File: src/hw/rtl/poma_pkg.sv
// Shared types and constants for the priority override mode arbiter.
// Holds the opcode and mode codes and the packed layout of a table entry.
// No dependencies.
`default_nettype none
package poma_pkg;

  localparam logic [2:0] OP_SET_BASE = 3'd0;
  localparam logic [2:0] OP_ENABLE   = 3'd1;
  localparam logic [2:0] OP_DISABLE  = 3'd2;
  localparam logic [2:0] OP_TIMED    = 3'd3;
  localparam logic [2:0] OP_TICK     = 3'd4;
  localparam logic [2:0] OP_ALLIANCE = 3'd5;
  localparam logic [2:0] OP_REAPPLY  = 3'd6;
  localparam logic [2:0] OP_NONE     = 3'd7;

  localparam logic [3:0] MODE_OFF     = 4'd0;
  localparam logic [3:0] MODE_RED     = 4'd2;
  localparam logic [3:0] MODE_BLUE    = 4'd3;
  localparam logic [3:0] MODE_SCORING = 4'd5;
  localparam logic [3:0] MODE_ENDGAME = 4'd7;
  localparam logic [3:0] MODE_MAX     = 4'd8;

  typedef struct packed {
    logic [3:0]  mode;
    logic [2:0]  prio;
    logic        pers;
    logic [31:0] end_ms;
  } entry_t;

endpackage
`default_nettype wire

File: src/hw/rtl/priority_override_mode_arbiter_unit.sv
// Priority override mode arbiter, top level.
// The override table is a one-port-write, one-port-read synchronous memory
// scanned by a small sequencer. Depends on poma_pkg.
`default_nettype none
// An item that touches only the mode registers (set base, alliance, force
// reapply, ignored codes) goes straight to the finish state. Table commands
// scan the table once through the memory read port, one entry a cycle; a
// timed scoring request scans twice (endgame check, then update), unless
// the check finds a persistent endgame entry and refuses the request.
// The next item is taken once the current one has handed its result to the
// output register; that register holds a beat while the output stalls.
module priority_override_mode_arbiter_unit #(
  parameter int TABLE_DEPTH = 16
) (
  input  wire         clk,
  input  wire         rst,
  input  wire         in_valid,
  output logic        in_stall,
  input  wire  [2:0]  opcode,
  input  wire  [3:0]  mode_code,
  input  wire  [2:0]  priority_level,
  input  wire  [31:0] duration_ms,
  input  wire  [31:0] now_ms,
  input  wire         alliance_red,
  output logic        out_valid,
  input  wire         out_stall,
  output logic [3:0]  applied_mode,
  output logic        apply_now,
  output logic        refused
);

  localparam int IW = (TABLE_DEPTH > 1) ? $clog2(TABLE_DEPTH) : 1;
  localparam int CW = $clog2(TABLE_DEPTH + 1);
  localparam logic [CW-1:0] FULL = CW'(TABLE_DEPTH);

  typedef enum logic [1:0] {S_IDLE, S_SCAN, S_FIN} state_t;
  typedef enum logic {P_CHECK, P_MAIN} pass_t;

  state_t state;
  pass_t  pass;

  logic [3:0]    base_mode, last_mode;
  logic          red_side;
  logic [CW-1:0] count, rd, wr;
  logic          rvalid, found, blocked, apply, refuse;
  logic [3:0]    best;
  logic [2:0]    bprio;

  logic [2:0]    op;
  logic [3:0]    mode;
  logic [2:0]    prio;
  logic [31:0]   end_ms, now;

  poma_pkg::entry_t mem [TABLE_DEPTH];
  poma_pkg::entry_t rdata;

  logic             accept, done, full, push;
  logic             keep, hit;
  poma_pkg::entry_t ent;
  logic             mem_we;
  logic [IW-1:0]    mem_waddr;
  poma_pkg::entry_t mem_wdata;

  assign accept   = in_valid && !in_stall;
  assign in_stall = (state != S_IDLE);
  assign done     = (state == S_SCAN) && (rd == count) && !rvalid;
  assign full     = (count == FULL);
  assign push     = done && (pass == P_MAIN) && !found && !full &&
                    ((op == poma_pkg::OP_ENABLE) || (op == poma_pkg::OP_TIMED));

  // Modify one entry coming out of the memory
  always_comb begin
    ent  = rdata;
    keep = 1'b1;
    hit  = 1'b0;
    case (op)
      poma_pkg::OP_ENABLE: begin
        if (!found && rdata.pers && rdata.mode == mode) begin
          ent.prio = prio;
          hit      = 1'b1;
        end
      end
      poma_pkg::OP_DISABLE: begin
        keep = !(rdata.pers && rdata.mode == mode);
      end
      poma_pkg::OP_TIMED: begin
        if (!found && !rdata.pers && rdata.mode == mode) begin
          if (end_ms > rdata.end_ms) ent.end_ms = end_ms;
          if (prio > rdata.prio) ent.prio = prio;
          hit = 1'b1;
        end
      end
      poma_pkg::OP_TICK: begin
        keep = rdata.pers || (now < rdata.end_ms);
      end
      default: begin
        keep = 1'b1;
      end
    endcase
  end

  // Select the write beat: compacted write-back or append at the end
  always_comb begin
    mem_we    = 1'b0;
    mem_waddr = wr[IW-1:0];
    mem_wdata = ent;
    if (state == S_SCAN && rvalid && pass == P_MAIN && keep) begin
      mem_we = 1'b1;
    end else if (push) begin
      mem_we    = 1'b1;
      mem_waddr = count[IW-1:0];
      mem_wdata = '{mode: mode, prio: prio,
                    pers: (op == poma_pkg::OP_ENABLE),
                    end_ms: (op == poma_pkg::OP_ENABLE) ? 32'd0 : end_ms};
    end
  end

  // Table memory
  always_ff @(posedge clk) begin
    if (mem_we) mem[mem_waddr] <= mem_wdata;
    rdata <= mem[rd[IW-1:0]];
  end

  // Sequencer and output register
  always_ff @(posedge clk) begin
    if (rst) begin
      state     <= S_IDLE;
      pass      <= P_MAIN;
      base_mode <= poma_pkg::MODE_OFF;
      last_mode <= poma_pkg::MODE_OFF;
      red_side  <= 1'b1;
      count     <= '0;
      rd        <= '0;
      wr        <= '0;
      rvalid    <= 1'b0;
      found     <= 1'b0;
      blocked   <= 1'b0;
      apply     <= 1'b0;
      refuse    <= 1'b0;
      out_valid <= 1'b0;
    end else begin
      // drop a delivered beat unless a new one replaces it
      if (out_valid && !out_stall && state != S_FIN) out_valid <= 1'b0;
      case (state)
        S_IDLE: begin
          if (accept) begin
            op      <= (opcode <= poma_pkg::OP_TIMED && mode_code > poma_pkg::MODE_MAX)
                       ? poma_pkg::OP_NONE : opcode;
            mode    <= mode_code;
            prio    <= priority_level;
            end_ms  <= now_ms + duration_ms;
            now     <= now_ms;
            rd      <= '0;
            wr      <= '0;
            rvalid  <= 1'b0;
            found   <= 1'b0;
            blocked <= 1'b0;
            apply   <= 1'b0;
            refuse  <= 1'b0;
            best    <= base_mode;
            bprio   <= '0;
            pass    <= (opcode == poma_pkg::OP_TIMED && mode_code == poma_pkg::MODE_SCORING)
                       ? P_CHECK : P_MAIN;
            state   <= S_FIN;
            if (!(mode_code > poma_pkg::MODE_MAX)) begin
              case (opcode)
                poma_pkg::OP_SET_BASE: base_mode <= mode_code;
                poma_pkg::OP_ENABLE, poma_pkg::OP_DISABLE, poma_pkg::OP_TIMED:
                  state <= S_SCAN;
                default: ;
              endcase
            end
            case (opcode)
              poma_pkg::OP_TICK: state <= S_SCAN;
              poma_pkg::OP_ALLIANCE: begin
                red_side <= alliance_red;
                if (base_mode == poma_pkg::MODE_RED || base_mode == poma_pkg::MODE_BLUE)
                  base_mode <= alliance_red ? poma_pkg::MODE_RED : poma_pkg::MODE_BLUE;
                last_mode <= poma_pkg::MODE_OFF;
              end
              poma_pkg::OP_REAPPLY: last_mode <= poma_pkg::MODE_OFF;
              default: ;
            endcase
          end
        end
        S_SCAN: begin
          // issue reads in order
          if (rd != count) begin
            rd     <= rd + 1'b1;
            rvalid <= 1'b1;
          end else begin
            rvalid <= 1'b0;
          end
          // fold in the entry that came back
          if (rvalid) begin
            if (pass == P_CHECK) begin
              if (rdata.pers && rdata.mode == poma_pkg::MODE_ENDGAME) blocked <= 1'b1;
            end else begin
              if (hit) found <= 1'b1;
              if (keep) begin
                wr <= wr + 1'b1;
                if (op == poma_pkg::OP_TICK && rdata.prio > bprio) begin
                  bprio <= rdata.prio;
                  best  <= rdata.mode;
                end
              end
            end
          end
          if (done) begin
            if (pass == P_CHECK) begin
              if (blocked) begin
                refuse <= 1'b1;
                state  <= S_FIN;
              end else begin
                pass <= P_MAIN;
                rd   <= '0;
                wr   <= '0;
              end
            end else begin
              state <= S_FIN;
              if (op == poma_pkg::OP_ENABLE || op == poma_pkg::OP_TIMED) begin
                if (!found) begin
                  if (full) refuse <= 1'b1;
                  else count <= count + 1'b1;
                end
              end else begin
                count <= wr;
              end
              if (op == poma_pkg::OP_TICK && best != last_mode) begin
                last_mode <= best;
                apply     <= 1'b1;
              end
            end
          end
        end
        S_FIN: begin
          // hand the result to the output register once it is free
          if (!out_valid || !out_stall) begin
            out_valid    <= 1'b1;
            applied_mode <= last_mode;
            apply_now    <= apply;
            refused      <= refuse;
            state        <= S_IDLE;
          end
        end
        default: state <= S_IDLE;
      endcase
    end
  end

endmodule
`default_nettype wire
File: config.mk
export PLATFORM = sky130hd
export DESIGN_NAME = priority_override_mode_arbiter_unit
export DESIGN_NICKNAME = d
export VERILOG_FILES = /design/src/hw/rtl/poma_pkg.sv /design/src/hw/rtl/priority_override_mode_arbiter_unit.sv
export SDC_FILE = /design/constraint.sdc
export NUM_CORES = 1
export LEC_CHECK = 0
export ABC_AREA = 1
export BUFFER_PORTS_ARGS = -buffer_cell sky130_fd_sc_hd__buf_2
export CELL_PAD_IN_SITES_DETAIL_PLACEMENT = 0
export CELL_PAD_IN_SITES_GLOBAL_PLACEMENT = 2
export CORE_MARGIN = 10
export CORE_UTILIZATION = 45
export CTS_BUF_LIST = sky130_fd_sc_hd__clkbuf_8
export DETAILED_ROUTE_END_ITERATION = 12
export MAX_ROUTING_LAYER = met4
export PLACE_DENSITY = 0.82
export SYNTH_ARGS = -nofsm -noshare
export SYNTH_HDL_FRONTEND = slang
export SYNTH_SLANG_ARGS = --single-unit
File: constraint.sdc
create_clock -name clk -period 5.3 [get_ports clk]
set_input_delay 0.265 -clock clk [delete_from_list [all_inputs] [get_ports clk]]
set_output_delay 0.265 -clock clk [all_outputs]
set_load 0.01 [all_outputs]
==> metrics.txt <==
Overall Power=0.01339 W; vias in the first global route=23650; post-synthesis compound-gate area fraction=12.41%; worst rel slew slack=25.34%; worst setup margin=1.280 ns; Setup TNS=0 ns; Total Wirelength=90050 um; DRT Pass-1 Iters=5; clock root cell=clkbuf_8; DP Area=35700 um^2; CP max stage delay=1.06 ns; antenna-violating nets left=0; Final Hold Vio Count=0; Post-synth ARST share=0%; post-synthesis sequential area ratio=68.76%; critical path type=flip-flop to flip-flop; post-cts sizing count=0; IR drop worst, VDD=0.0001775 V; Slowest cell on crit path=o21ai_1; Die Area=86580 um^2; minimum clock period=4.020 ns; period utilisation layout=75.86%; HPWL Detailed=54130 um; Fmax=248.7 MHz; die height=294.2 um; Post-Syn Instances=2806; design area=39010 um^2; element type at the critical path start=flip-flop; initial antenna violation count=2; status=complete, no violations; dpl ws=1.267 ns; Hold Crit Class=input port to flip-flop; max-slew violation count=0; I/O pin total=87; total setup buffers inserted after CTS=0; Core Area=74450 um^2; Area Growth Syn to Fin=15.26%; final setup skew=0.04801 ns; Synth top area share=64.50%; Simple-Gate Fraction of Synth Area=10.46%; largest cells by area after synthesis=edfxtp_1 (65%), o21ai_0 (5.6%), nor2_1 (4.4%); post-synthesis adder-cell area fraction=3.904%; Hold Buf Count CTS=79; largest net degree at the start of global routing=161; clk slew on worst S/H paths=0.06 ns; Final #Nets=3225; Lkg Pwr=13.87 nW; Synth area leader=edfxtp_1; gp weighted congestion=0.8252; Max Cap Viol=0; DR vias=23080; number of distinct library cells after synthesis=56; clock power share=38.3%; initial core utilization=45.46%; layout cell share with drive strength beyond 1=12.18%; Avg Vias per Cell=5.597; multiplexer share of the synthesized area=0%; worst-path fanout max=42; clock buffer depth=3; Sw Share=24.77%; Die Wd=294.2 um; Final setup viols=0; top cells by count, synth=edfxtp_1 (727), nor2_1 (398), o21ai_0 (379); largest family of logic cells by synthesized area=compound AO/OA/AOI/OAI gates; unrepaired setup endpoints after global routing=false; GRT overflow=0; yosys synthesis warning count=0; PD cells=343.4 nW/um^2; most common cell in the netlist=edfxtp_1; Mean Syn Cell Area=12.06 um^2; number of synthesized flops with an enable pin=727; Switching Power=0.003318 W; PortBufs=86; H-tree depth=4; Syn Nets=2990; sequential power share=53.2%; Clk Latency, worst-skew pair=0.80 ns; CTS sink cnt=799; Cell Chain, Critical Path=ha_1, nand4_1, nor3_1, a41oi_1, nand2_1, nand2_2, o21ai_1; final hold slack=0.07633 ns; main flop type after synthesis=edfxtp_1; row count=100; Worst-Margin Slew=1.112 ns; Post-Syn Area=33840 um^2; CP Capture Type=flip-flop; CP required=5.71 ns; Num CTS Buffers=134; GRT Total Usage=21.42%; Logic pwr share=8.5%; CTS tree=yes; DRC viols=0; Iter 0 DRT Violations=2011; XOR/XNOR share of the synthesized area=1.113%; Yosys reg bits=799; post-DR wirelength/cell=21.84 um; Arr. time, crit path=4.43 ns; first-pass GRT wire length=138400 um; Int Power=0.01008 W
==> cells in the final DEF (no fill, tap or decap), types with 4 or more instances in the layout <==
master,count
edfxtp_1,727
nor2_1,380
o21ai_0,379
nand2_1,271
inv_1,171
clkbuf_8,141
nand3_1,132
ha_1,104
a21oi_1,97
o22ai_1,96
buf_2,86
dlygate4sd3_1,79
buf_4,72
dfxtp_1,69
o221ai_1,68
clkinv_1,31
xor2_1,26
o211ai_1,23
nor2_4,20
nand4_1,19
xnor2_1,17
o21ai_1,17
nor3_1,14
clkinv_2,11
o21a_1,8
buf_12,7
nor4_1,6
a31oi_1,6
clkinvlp_4,6
o31ai_1,5
inv_6,5
a221oi_1,4
inv_2,4
nand2_2,4
inv_8,4
==> state kept, by name, indices dropped and copies added, names as in the netlist, 5 cells and up <==
register  cells
ent           5
end_ms       32
now          32
rdata        35
rd            5
mem         640
count         5
wr            5
==> through the flow <==
| step | utilization (%) | cells |
|---|---|---|
| after floorplan | - | 2806 |
| after global placement | 47.95 | 3795 |
| after detailed placement | 47.95 | 3795 |
| after CTS | 52.39 | 4121 |
| after global routing | 52.40 | 4123 |
| final | 52.40 | 4123 |
==> power groups by stage <==
| stage | combinational [W] | clock (W) | sequential [W] |
|---|---|---|---|
| after floorplan | 0.000682 | 0 | 0.00724 |
| after global routing | 0.00127 | 0.00553 | 0.00713 |
| final | 0.00114 | 0.00513 | 0.00713 |
| after CTS | 0.00114 | 0.00524 | 0.00713 |
| after global placement | 0.00107 | 0 | 0.00725 |
| after detailed placement | 0.00109 | 0 | 0.00726 |
==> kinds of logic after synthesis <==
family          count (synthesis)
xor+xnor                       43
flops                         799
fa+ha+maj                     105
buf+inv                       278
simple gates                  858
compound gates                723
==> cell type report <==
cell class | instances | area [um^2]
fillers | 6342 | 35440
flip-flops and latches | 799 | 23280
multi-input cells | 1729 | 9575
clock buffers | 141 | 1941
repair buffers | 244 | 1902
well taps | 969 | 1212
clock inverters | 106 | 576.8
inverters | 133 | 515.5
diodes | 2 | 5.005
==> layer usage <==
| metal | vias up | GRT usage [%] | wire length (um) |
|---|---|---|---|
| li1 | 10840 | - | - |
| met1 | 11330 | 27.27 | 39170 |
| met2 | 761 | 34.40 | 43500 |
| met3 | 146 | 4.125 | 5334 |
| met4 | 0 | 6.633 | 2043 |
| met5 | - | - | 0 |
==> critical path, delay by kind of cell (launching register included) <==
| kind | cells | cell delay, ns |
|---|---|---|
| compound gates | 2 | 1.28 |
| fa+ha+maj | 1 | 0.33 |
| flops | 1 | 0.42 |
| simple gates | 4 | 1.59 |
==> worst paths after layout <==
| check | start | slack [ns] | cells after the start | endpoint |
|---|---|---|---|---|
| setup / recovery | end_ms[6] | 1.28 | 7 | mem[7][15] |
| hold / removal | duration_ms[14] | 0.08 | 3 | end_ms[14] |
| setup reg to reg | end_ms[6] | 1.28 | 7 | mem[7][15] |
| hold reg to reg | apply | 0.44 | 0 | apply_now |
Power figures use the tool's default switching activity.
